$ cat src/hdl/assert_macros.svh
// ---------------------------------------------------------------------------
// Assertion macros used by the RTL.
// Concurrent checks, clocked and gated by an active-low reset.
// Synthesis builds see empty bodies.
// ---------------------------------------------------------------------------
`ifndef ASSERT_MACROS_SVH
`define ASSERT_MACROS_SVH

`ifndef SYNTHESIS

// Antecedent implies consequent in the same cycle
`define ASSERT_IMPLIES(lbl, clk, rst_n, ante, cons) \
  lbl: assert property (@(posedge clk) disable iff (!rst_n) (ante) |-> (cons)) \
    else $error("assertion failed");

// Antecedent implies consequent in the next cycle
`define ASSERT_NEXT(lbl, clk, rst_n, ante, cons) \
  lbl: assert property (@(posedge clk) disable iff (!rst_n) (ante) |=> (cons)) \
    else $error("assertion failed");

`else

`define ASSERT_IMPLIES(lbl, clk, rst_n, ante, cons)
`define ASSERT_NEXT(lbl, clk, rst_n, ante, cons)

`endif

`endif

$ cat src/hdl/itrd_pkg.sv
`timescale 1ns / 1ps
// ---------------------------------------------------------------------------
// itrd_pkg
// Types, constants and digit helpers for the radix digit converter.
// ---------------------------------------------------------------------------
package itrd_pkg;

  localparam int VALUE_BITS_DEF = 31;

  localparam int BASE_W  = 6;
  localparam int DIGIT_W = 6;
  localparam int CHAR_W  = 7;

  // Quotient bits resolved per divider cycle
  localparam int DIV_STEPS = 8;

  localparam logic [BASE_W-1:0]  BASE_MIN   = 6'd2;
  localparam logic [BASE_W-1:0]  BASE_MAX   = 6'd36;
  localparam logic [BASE_W-1:0]  BASE_RESET = 6'd10;
  localparam logic [DIGIT_W-1:0] DEC_DIGITS = 6'd10;
  localparam logic [CHAR_W-1:0]  CHAR_ZERO  = 7'd48;
  localparam logic [CHAR_W-1:0]  CHAR_ALPHA = 7'd65;
  localparam logic [CHAR_W-1:0]  CHAR_BAD   = 7'd63;

  // Divider status towards the sequencer
  typedef struct packed {
    logic               done;
    logic [DIGIT_W-1:0] rem;
  } div_status_t;

  // Digit stack commands
  typedef struct packed {
    logic push;
    logic pop;
  } stk_ctrl_t;

  // Clamp a programmed radix into 2..36
  function automatic logic [BASE_W-1:0] clamp_base(input logic [BASE_W-1:0] b);
    logic [BASE_W-1:0] r;
    r = b;
    if (b < BASE_MIN) begin
      r = BASE_MIN;
    end else if (b > BASE_MAX) begin
      r = BASE_MAX;
    end
    return r;
  endfunction

  // Map a digit value onto its ASCII character
  function automatic logic [CHAR_W-1:0] digit_to_ascii(input logic [BASE_W-1:0]  base,
                                                       input logic [DIGIT_W-1:0] d);
    logic [CHAR_W-1:0] c;
    if (d >= base) begin
      c = CHAR_BAD;
    end else if (d < DEC_DIGITS) begin
      c = CHAR_ZERO + CHAR_W'(d);
    end else begin
      c = CHAR_ALPHA + CHAR_W'(d - DEC_DIGITS);
    end
    return c;
  endfunction

endpackage

$ cat src/hdl/integer_to_radix_digits.sv
`timescale 1ns / 1ps
// ---------------------------------------------------------------------------
// integer_to_radix_digits
// Writes a non-negative integer out as ASCII digits in a radix of 2 to 36.
// ---------------------------------------------------------------------------
// One value enters on the in_ stream; its digits leave on the out_ stream as
// ASCII characters, most significant first, tlast on the final one. Zero
// gives the single character '0'. The radix comes from cfg_wr_data, written
// while the block is idle; values below 2 act as 2, above 36 act as 36.
// A value's radix is sampled when the value is taken.
// Each digit needs one pass of the shared divider, which resolves 8 quotient
// bits a cycle. The digits go onto a stack and are then sent at one a cycle
// while the receiver is ready; in_tready is high only between items. The
// first character is presented once every digit has been divided and stacked.
// When the receiver stalls the current character is held and sending waits.
// Reset sets the radix to 10 and empties the block.
// ---------------------------------------------------------------------------
`include "assert_macros.svh"

module integer_to_radix_digits #(
  parameter int VALUE_BITS = itrd_pkg::VALUE_BITS_DEF
) (
  input  logic                          clk,
  input  logic                          rst_n,
  // Configuration
  input  logic                          cfg_wr_en,
  input  logic [itrd_pkg::BASE_W-1:0]   cfg_wr_data,   // number_base
  // Input stream
  input  logic                          in_tvalid,
  output logic                          in_tready,
  input  logic [((VALUE_BITS+7)/8)*8-1:0] in_tdata,    // number_in, zero pad
  // Output stream
  output logic                          out_tvalid,
  input  logic                          out_tready,
  output logic [7:0]                    out_tdata,     // digit_char[6:0], zero pad
  output logic                          out_tlast      // last_digit
);
  import itrd_pkg::*;

  localparam int DW = $clog2(VALUE_BITS + 1);

  typedef enum logic [1:0] {
    S_IDLE,
    S_DIV,
    S_EMIT
  } state_t;

  state_t              state_r, state_nxt;
  logic [BASE_W-1:0]   number_base_r, number_base_nxt;
  logic [BASE_W-1:0]   base_r, base_nxt;
  logic                out_tvalid_r, out_tvalid_nxt;
  logic                out_tlast_r, out_tlast_nxt;
  logic [CHAR_W-1:0]   out_char_r, out_char_nxt;

  logic                div_start;
  logic [BASE_W-1:0]   div_base;
  logic [VALUE_BITS-1:0] div_dividend;
  logic [VALUE_BITS-1:0] div_quotient;
  div_status_t         div_stat;

  stk_ctrl_t           stk_ctrl;
  logic [DIGIT_W-1:0]  stk_top;
  logic [DW-1:0]       stk_depth;

  itrd_divider #(.VALUE_BITS(VALUE_BITS)) u_divider (
    .clk      (clk),
    .rst_n    (rst_n),
    .start    (div_start),
    .base     (div_base),
    .dividend (div_dividend),
    .quotient (div_quotient),
    .stat     (div_stat)
  );

  itrd_digit_stack #(.DEPTH(VALUE_BITS)) u_stack (
    .clk       (clk),
    .rst_n     (rst_n),
    .ctrl      (stk_ctrl),
    .push_data (div_stat.rem),
    .top       (stk_top),
    .depth     (stk_depth)
  );

  // Sequence: divide until the quotient runs out, then pop digits out
  always_comb begin
    state_nxt       = state_r;
    base_nxt        = base_r;
    number_base_nxt = cfg_wr_en ? cfg_wr_data : number_base_r;
    out_tvalid_nxt  = out_tvalid_r && !out_tready;
    out_tlast_nxt   = out_tlast_r;
    out_char_nxt    = out_char_r;
    div_start       = 1'b0;
    div_base        = base_r;
    div_dividend    = div_quotient;
    stk_ctrl        = '0;

    unique case (state_r)
      S_IDLE: begin
        if (in_tvalid) begin
          base_nxt     = clamp_base(number_base_r);
          div_base     = clamp_base(number_base_r);
          div_dividend = in_tdata[VALUE_BITS-1:0];
          div_start    = 1'b1;
          state_nxt    = S_DIV;
        end
      end
      S_DIV: begin
        if (div_stat.done) begin
          stk_ctrl.push = 1'b1;
          if ((div_quotient == '0) || (stk_depth == DW'(VALUE_BITS - 1))) begin
            state_nxt = S_EMIT;
          end else begin
            div_start = 1'b1;
          end
        end
      end
      S_EMIT: begin
        if (!out_tvalid_r || out_tready) begin
          out_char_nxt   = digit_to_ascii(base_r, stk_top);
          out_tlast_nxt  = (stk_depth == DW'(1));
          out_tvalid_nxt = 1'b1;
          stk_ctrl.pop   = 1'b1;
          if (stk_depth == DW'(1)) begin
            state_nxt = S_IDLE;
          end
        end
      end
      default: begin
        state_nxt = S_IDLE;
      end
    endcase
  end

  always_ff @(posedge clk) begin
    if (!rst_n) begin
      state_r       <= S_IDLE;
      number_base_r <= BASE_RESET;
      out_tvalid_r  <= 1'b0;
    end else begin
      state_r       <= state_nxt;
      number_base_r <= number_base_nxt;
      out_tvalid_r  <= out_tvalid_nxt;
    end
    base_r      <= base_nxt;
    out_tlast_r <= out_tlast_nxt;
    out_char_r  <= out_char_nxt;
  end

  assign in_tready  = (state_r == S_IDLE);
  assign out_tvalid = out_tvalid_r;
  assign out_tdata  = {1'b0, out_char_r};
  assign out_tlast  = out_tlast_r;

  // Stack never underflows or overflows
  `ASSERT_IMPLIES(a_pop_nonempty, clk, rst_n, stk_ctrl.pop, stk_depth != '0)
  `ASSERT_IMPLIES(a_push_notfull, clk, rst_n, stk_ctrl.push, stk_depth != DW'(VALUE_BITS))
  // Every remainder is a legal digit of the item radix
  `ASSERT_IMPLIES(a_rem_range, clk, rst_n, div_stat.done, div_stat.rem < base_r)
  // A new value starts with no digits left over
  `ASSERT_IMPLIES(a_empty_on_take, clk, rst_n, in_tvalid && in_tready, stk_depth == '0)
  // The final pop presents a character marked last
  `ASSERT_NEXT(a_last_flag, clk, rst_n, stk_ctrl.pop && (stk_depth == DW'(1)),
               out_tvalid && out_tlast)

endmodule

$ cat src/hdl/itrd_divider.sv
`timescale 1ns / 1ps
// ---------------------------------------------------------------------------
// itrd_divider
// Iterative restoring divider by a small radix, several quotient bits a cycle.
// ---------------------------------------------------------------------------
module itrd_divider #(
  parameter int VALUE_BITS = itrd_pkg::VALUE_BITS_DEF
) (
  input  logic                        clk,
  input  logic                        rst_n,
  input  logic                        start,
  input  logic [itrd_pkg::BASE_W-1:0] base,
  input  logic [VALUE_BITS-1:0]       dividend,
  output logic [VALUE_BITS-1:0]       quotient,
  output itrd_pkg::div_status_t       stat
);
  import itrd_pkg::*;

  localparam int DIV_CYCLES = (VALUE_BITS + DIV_STEPS - 1) / DIV_STEPS;
  localparam int PAD_W      = DIV_CYCLES * DIV_STEPS;
  localparam int CNT_W      = $clog2(DIV_CYCLES + 1);

  logic                 busy_r, busy_nxt;
  logic                 done_r, done_nxt;
  logic [CNT_W-1:0]     cnt_r, cnt_nxt;
  logic [PAD_W-1:0]     quo_r, quo_nxt;
  logic [DIGIT_W-1:0]   rem_r, rem_nxt;
  logic [BASE_W-1:0]    base_r, base_nxt;
  logic [PAD_W-1:0]     quo_step;
  logic [DIGIT_W:0]     rem_step;

  // Shift dividend bits into the remainder, subtract the radix where it fits
  always_comb begin
    rem_step = {1'b0, rem_r};
    quo_step = quo_r;
    for (int i = 0; i < DIV_STEPS; i++) begin
      rem_step = {rem_step[DIGIT_W-1:0], quo_step[PAD_W-1]};
      quo_step = {quo_step[PAD_W-2:0], 1'b0};
      if (rem_step >= {1'b0, base_r}) begin
        rem_step    = rem_step - {1'b0, base_r};
        quo_step[0] = 1'b1;
      end
    end
  end

  // Load on start, then advance one group of bits a cycle
  always_comb begin
    busy_nxt = busy_r;
    done_nxt = 1'b0;
    cnt_nxt  = cnt_r;
    quo_nxt  = quo_r;
    rem_nxt  = rem_r;
    base_nxt = base_r;
    if (start) begin
      busy_nxt = 1'b1;
      cnt_nxt  = CNT_W'(DIV_CYCLES);
      quo_nxt  = PAD_W'(dividend);
      rem_nxt  = '0;
      base_nxt = base;
    end else if (busy_r) begin
      quo_nxt = quo_step;
      rem_nxt = rem_step[DIGIT_W-1:0];
      cnt_nxt = cnt_r - 1'b1;
      if (cnt_r == CNT_W'(1)) begin
        busy_nxt = 1'b0;
        done_nxt = 1'b1;
      end
    end
  end

  always_ff @(posedge clk) begin
    if (!rst_n) begin
      busy_r <= 1'b0;
      done_r <= 1'b0;
      cnt_r  <= '0;
    end else begin
      busy_r <= busy_nxt;
      done_r <= done_nxt;
      cnt_r  <= cnt_nxt;
    end
    quo_r  <= quo_nxt;
    rem_r  <= rem_nxt;
    base_r <= base_nxt;
  end

  assign quotient  = quo_r[VALUE_BITS-1:0];
  assign stat.done = done_r;
  assign stat.rem  = rem_r;

endmodule

$ cat src/hdl/itrd_digit_stack.sv
`timescale 1ns / 1ps
// ---------------------------------------------------------------------------
// itrd_digit_stack
// Last-in first-out store of digit values, top always at entry zero.
// ---------------------------------------------------------------------------
module itrd_digit_stack #(
  parameter int DEPTH = itrd_pkg::VALUE_BITS_DEF
) (
  input  logic                         clk,
  input  logic                         rst_n,
  input  itrd_pkg::stk_ctrl_t          ctrl,
  input  logic [itrd_pkg::DIGIT_W-1:0] push_data,
  output logic [itrd_pkg::DIGIT_W-1:0] top,
  output logic [$clog2(DEPTH+1)-1:0]   depth
);
  import itrd_pkg::*;

  localparam int DW = $clog2(DEPTH + 1);

  logic [DIGIT_W-1:0] entry_r [DEPTH];
  logic [DW-1:0]      depth_r, depth_nxt;

  // Push shifts every entry down one place, pop shifts them back up
  always_ff @(posedge clk) begin
    for (int i = 0; i < DEPTH; i++) begin
      if (ctrl.push) begin
        entry_r[i] <= (i == 0) ? push_data : entry_r[(i == 0) ? 0 : i - 1];
      end else if (ctrl.pop && (i < DEPTH - 1)) begin
        entry_r[i] <= entry_r[(i < DEPTH - 1) ? i + 1 : i];
      end
    end
  end

  // Track fill level
  always_comb begin
    depth_nxt = depth_r;
    if (ctrl.push) begin
      depth_nxt = depth_r + 1'b1;
    end else if (ctrl.pop) begin
      depth_nxt = depth_r - 1'b1;
    end
  end

  always_ff @(posedge clk) begin
    if (!rst_n) begin
      depth_r <= '0;
    end else begin
      depth_r <= depth_nxt;
    end
  end

  assign top   = entry_r[0];
  assign depth = depth_r;

endmodule
$ cat config.mk
export PLATFORM = sky130hd
export DESIGN_NAME = integer_to_radix_digits
export DESIGN_NICKNAME = d
export VERILOG_FILES = /design/src/hdl/itrd_pkg.sv /design/src/hdl/integer_to_radix_digits.sv /design/src/hdl/itrd_divider.sv /design/src/hdl/itrd_digit_stack.sv
export VERILOG_INCLUDE_DIRS = /design/src /design/src/hdl
export SDC_FILE = /design/constraint.sdc
export NUM_CORES = 1
export LEC_CHECK = 0
export BUFFER_PORTS_ARGS = -buffer_cell sky130_fd_sc_hd__clkbuf_2
export CAP_MARGIN = 40
export CORE_UTILIZATION = 40
export DETAILED_ROUTE_END_ITERATION = 6
export PLACE_DENSITY = 0.52
export SYNTH_ARGS = -nofsm -noshare
export SYNTH_HDL_FRONTEND = slang
export SYNTH_SLANG_ARGS = --single-unit
$ cat constraint.sdc
create_clock -name clk -period 35 [get_ports clk]
set_input_delay 1.75 -clock clk [delete_from_list [all_inputs] [get_ports clk]]
set_output_delay 1.75 -clock clk [all_outputs]
set_load 0.005 [all_outputs]
==> results of run 1 <==
state kept, by name, summed over array words and instances (netlist names):
name	flops
u_divider.busy_r	1
base_r	6
number_base_r	6
u_divider.cnt_r	3
u_divider.done_r	1
state_r	2
u_stack.entry_r	186
out_char_r	7
u_divider.quo_r	32
out_tlast	1
u_divider.rem_r	6
u_stack.depth	5
out_tvalid	1
u_divider.base_r	6
per-layer routing:
layer,global-route usage [%],wire (um),vias up,part of all wire [%]
met5,0,0,-,0
met3,2.21,934,29,3.4
li1,-,-,4239,-
met1,23.4,14200,4021,52
met4,3.19,392,0,1.4
met2,23.1,11800,97,43
path summary, 6_finish.rpt:
check	start	to	slack (ns)	cells past startpoint
worst max-delay path	u_divider.base_r[1]	u_divider.quo_r[0]	16.24	67
worst min-delay path	u_stack.entry_r[29][2]	u_stack.entry_r[30][2]	0.45	0
worst max register to register	u_divider.base_r[1]	u_divider.quo_r[0]	16.24	67
worst min register to register	u_stack.entry_r[29][2]	u_stack.entry_r[30][2]	0.45	0
worst max-delay path, delay by kind of cell (launching register included):
kind	cells	cell delay (ns)
mux	4	1.65
buf+inv	3	0.67
compound gates	39	10.27
fa+ha+maj	8	2.39
simple gates	13	2.64
flops	1	0.79
cells in the final DEF, fill, tap and decap left out, drive strengths merged, types with 16 or more instances in the layout:
master	n
nor2b	19
a21o	18
o21ai	55
clkbuf	86
nand2	129
nor3	16
inv	56
ha	63
dfxtp	32
mux2i	22
nand2b	17
xnor2	25
mux2	187
nor2	38
edfxtp	231
a21oi	38
kinds of logic (layout without fill, tap and decap cells):
kind of cell             count (synthesis)  count (layout)
flip-flops                             263             263
multiplexers                           209             209
other                                    1               1
AND/OR/NAND/NOR                        272             272
XOR/XNOR                                39              39
adder cells (fa/ha/maj)                 71              71
AO/OA/AOI/OAI                          170             170
buffers and inverters                   95             173
stage by stage:
step	instance area, um2	std cells	setup WS, ns	hold WS, ns	utilization (%)
floorplan	14000	1120	19.31	0.420	-
global placement	14800	1596	16.35	0.427	42.8
detailed placement	14900	1600	16.25	0.435	43.0
CTS	15800	1653	16.16	0.449	45.8
global route	15800	1653	14.95	0.460	45.8
finish	15800	1653	16.24	0.445	45.8
cell usage after synthesis, types with 9 or more instances:
master,number
a21oi_1,35
nand2_1,128
xnor2_1,25
mux2_2,186
mux2i_1,22
nor2b_1,19
ha_1,63
edfxtp_1,231
nand3_1,10
clkbuf_1,33
nand2b_1,17
xor2_1,14
dfxtp_1,32
inv_1,55
a21o_1,18
o21a_1,9
nor2_1,37
o21ai_0,46
nor3_1,15
layout make-up:
cell class	count	share of cell area [%]
Clock buffer	35	5.05
Clock inverter	18	1.12
Inverter	57	1.35
Multi-Input combinational cell	762	38.5
Sequential cell	263	47.8
Tap cell	455	3.59
Timing Repair Buffer	63	2.54
==> results_dict.tcl, run 1 <==
set metrics [dict create \
    regArea_um2 7580 \
    die_h_um 189 \
    gp_congestion 0.818 \
    drv_slew 0 \
    dp_hpwl_um 18500 \
    synth_top_family_by_area "multiplexers" \
    synth_compound_area_share_pct 8.33 \
    die_area_um2 35800 \
    ys_ff_latch 263 \
    status "finished, final reports clean" \
    grt_max_degree 63 \
    crit_slowest_cell "edfxtp_1" \
    ant_nets 0 \
    hold_class "reg2reg" \
    fin_nets 1290 \
    ys_async_sr_fraction_pct 0 \
    drt_iter0_drc 447 \
    cts_setup_buffers 0 \
    maxCapViolCount 0 \
    synth_edf_count 231 \
    cts_sinks 263 \
    cts_tree "built" \
    clock_path_buffers 3 \
    grt_pass1_vias 8460 \
    synth_fa_ha_area_share_pct 6.77 \
    grt_pass1_wl_um 44500 \
    end_kind "register" \
    synth.mux.area_fraction_pct 16.6 \
    setup_violations 0 \
    slowest_delay_ns 0.79 \
    period_needed_ns 18.76 \
    ys_dominant_reg_cell "edfxtp_1" \
    grt_antenna_before_repair 0 \
    syn_avg_cell_area_um2 12.5 \
    hold_viol 0 \
    worstSetupPathType "reg2reg" \
    die_w_um 189 \
    cts_resized 0 \
    rsz0062_at_grt "false" \
    final.setup_skew_ns 0.0111 \
    multi_input_area_um2 6100 \
    synth_top_area_share_pct 49.5 \
    grt_usage_pct 15.4 \
    relSlewSlack_pct 43.6 \
    min_period_over_period_pct 53.6 \
    cts.clk_slew.worst_paths_ns 0.06 \
    synth_top_area_cell "edfxtp_1" \
    crit_path_max_fanout 15 \
    core_area_um2 34500 \
    num_rows 68 \
    drc 0 \
    clock-root-buffer "clkbuf_16" \
    insertion_delay_ns 0.55 \
    synthTopCellsByArea "edfxtp_1 (50%), mux2_2 (15%), ha_1 (5.6%)" \
    synth_cell_types 67 \
    synth_nets 1234 \
    n_fill_cell 3204 \
    critPathLaunchType "register" \
    yosysSeqAreaShare_pct 54.1 \
    synth_warnings 0 \
    grt-ovfl-total 0 \
    tightest_slew_ns 0.841 \
    max_freq_ghz 0.0533 \
    cp_common_cell "a21o_1" \
    post_drt_via_cell_ratio 5.07 \
    required_ns 35.25 \
    ios 54 \
    arrival_ns 19.01 \
    fin_setup_tns_ns 0 \
    wl_um 27300 \
    synth-simple-area-share_pct 9.14 \
    start_util_pct 40.6 \
    synth_cells 1120 \
    areaGrowthSynthToFinish_pct 13.0 \
    cts_buffers 29 \
    io_buffers 51 \
    synth_xor_area_share_pct 2.44 \
    htree_levels 1 \
    wl_per_cell_um 16.5 \
    n_antenna_cell 0 \
    dr.pass1.iters 5 \
    synthesis.area_um2 14000 \
    holdBufCountCts 0 \
    vias 8386 \
    drive_above_1_share_pct 26.5 \
]
Power of run 1 is not shown: default switching activity piles up to over one toggle a cycle in this logic, so the estimate is an artifact.
==> run 2: changes to the inputs <==
ABC_AREA = 1   (was default)
clock period = 18.2 ns   (was 35 ns; I/O delays follow)
==> run 2 against run 1 <==
  * Synthesized cell count rose by 42%
  * Via count increased by 22%
  * Register-to-register slack got worse by 13 ns
==> results_dict.tcl, run 2 <==
set metrics [dict create \
    ys_dominant_reg_cell "edfxtp_1" \
    end_kind "register" \
    cts_resized 0 \
    met1_usage_pct 24.6 \
    cts_sinks 263 \
    gr-usage-met3_pct 3.00 \
    largestRegisters "u_stack.entry_r x186, u_divider.quo_r x32, out_char_r x7" \
    wl_per_cell_um 14.2 \
    drv_slew 0 \
    gp_congestion 0.836 \
    cts.clk_slew.worst_paths_ns 0.07 \
    min_from "u_stack.entry_r[29][4]" \
    synthTopCellsByArea "edfxtp_1 (50%), nand2_1 (20%), ha_1 (5.6%)" \
    hold_class "reg2reg" \
    final_common_cell "nand2_1" \
    synth_edf_count 231 \
    die_h_um 189 \
    synth_cell_types 46 \
    drive_above_1_share_pct 8.67 \
    crit_slowest_cell "edfxtp_1" \
    slowest_delay_ns 0.78 \
    drt_iter0_drc 711 \
    post_drt_via_cell_ratio 4.88 \
    busiest_layer "met2" \
    ant_nets 0 \
    required_ns 18.46 \
    grt_usage_pct 17.0 \
    crit_path_max_fanout 12 \
    synth_warnings 0 \
    clock_path_buffers 3 \
    synthesis.area_um2 14000 \
    synth_cells 1588 \
    dp_hpwl_um 19500 \
    mostFrequentLayoutCells "nand2_1 (735), edfxtp_1 (231), inv_1 (126), ha_1 (63), o21ai_0 (60)" \
    worstSetupPathType "reg2reg" \
    syn_avg_cell_area_um2 8.82 \
    crit_path_start "u_divider.base_r[1]" \
    ios 54 \
    num_rows 68 \
    drc 0 \
    insertion_delay_ns 0.57 \
    regMostFlops "u_stack.entry_r" \
    vias 10300 \
    htree_levels 1 \
    wl_um 29900 \
    max_freq_ghz 0.0647 \
    n_antenna_cell 0 \
    largest_reg_flops 186 \
    tightest_slew_ns 0.900 \
    cts_setup_buffers 0 \
    grt-ovfl-total 0 \
    reg2reg_from "u_divider.base_r[1]" \
    clock-root-buffer "clkbuf_16" \
    rsz0062_at_grt "false" \
    final.setup_skew_ns 0.0226 \
    status "finished, final reports clean" \
    relSlewSlack_pct 40.0 \
    hold_viol 0 \
    ys_ff_latch 263 \
    netlist_top_cells_count "nand2_1 (735), edfxtp_1 (231), inv_1 (127)" \
    die_w_um 189 \
    grt_max_degree 197 \
    arrival_ns 15.71 \
    dr.pass1.iters 4 \
    grt_pass1_wl_um 49600 \
    ys_async_sr_fraction_pct 0 \
    final_util_pct 45.5 \
    min_period_over_period_pct 84.9 \
    io_buffers 51 \
    critPathLaunchType "register" \
    yosysMostFrequentCell "nand2_1" \
    grt.met2_usage_pct 26.5 \
    setup_violations 0 \
    maxCapViolCount 0 \
    core_area_um2 34500 \
    cts_tree "built" \
    period_needed_ns 15.44 \
    grt_antenna_before_repair 0 \
    start_util_pct 40.6 \
    synth_nets 1702 \
    fin_setup_tns_ns 0 \
    cp_common_cell "nand2_1" \
    holdBufCountCts 0 \
    die_area_um2 35800 \
    fin_nets 1742 \
    areaGrowthSynthToFinish_pct 12.2 \
    grt_pass1_vias 9811 \
    synth_top_area_share_pct 49.5 \
    cts_buffers 30 \
    synth_top_area_cell "edfxtp_1" \
    yosysSeqAreaShare_pct 54.1 \
]
-- run 2: cell count changes after synthesis, sizes merged, moves of 10 or more --
cell    previous run  this run
nor2              38        60
mux2i             22         0
mux2             187         0
clkbuf            33        45
nand3             10        60
nor2b             19         0
a31oi              2        12
nor3              16         5
a21o              18         2
inv               55       129
nand2b            17         0
nand2            129       744
-- run 2: worst paths after layout --
path / to / slack, ns / cells past startpoint
setup / recovery: u_divider.quo_r[0] / 2.76 / 84
hold / removal: u_stack.entry_r[30][4] / 0.45 / 0
setup reg to reg: u_divider.quo_r[0] / 2.76 / 84
hold reg to reg: u_stack.entry_r[30][4] / 0.45 / 0
-- run 2: per-stage QoR --
step | hold slack, ns | std cells | worst slack (ns) | area, um2
floorplan | 0.427 | 1588 | 5.40 | 14000
global placement | 0.437 | 2049 | 2.92 | 14700
detailed placement | 0.442 | 2051 | 2.81 | 14800
CTS | 0.422 | 2105 | 2.76 | 15700
global route | 0.449 | 2105 | 1.01 | 15700
finish | 0.447 | 2105 | 2.76 | 15700
-- run 2: logic make-up (layout without fill, tap and decap cells) --
logic type	Yosys count	count (layout)	share of synthesized area, %
xor gates and xnor gates	31	31	1.94
other	1	1	0.0268
adders and majority gates	71	71	6.77
buffers and inverters	180	242	4.91
and+or+nand+nor	895	895	26.4
AOI/OAI and AO/OA	147	147	5.86
DFF	263	263	54.1
-- run 2: layout make-up --
class                   count  area, um2
flip-flops and latches    263       7580
repair buffers             58        360
inverters                 130        495
multi-input cells        1145       5760
well taps                 455        569
clock inverters            16        133
fillers                  3434      18800
clock buffers              38        822
-- run 2: per-layer routing --
layer	up-vias	wire (um)	share of wire, %
met5	-	0	0
met4	0	481	1.6
met3	39	1380	4.6
met2	148	13000	44
met1	4795	15000	50
li1	5285	-	-
-- run 2: worst max-delay path: cells and delay by family, from the launching register on --
family	cells	cell delay (ns)
compound gates	29	5.80
fa+ha+maj	8	2.75
flops	1	0.78
buf+inv	13	1.32
simple gates	34	4.52
Power of run 2 is left out for the same reason.
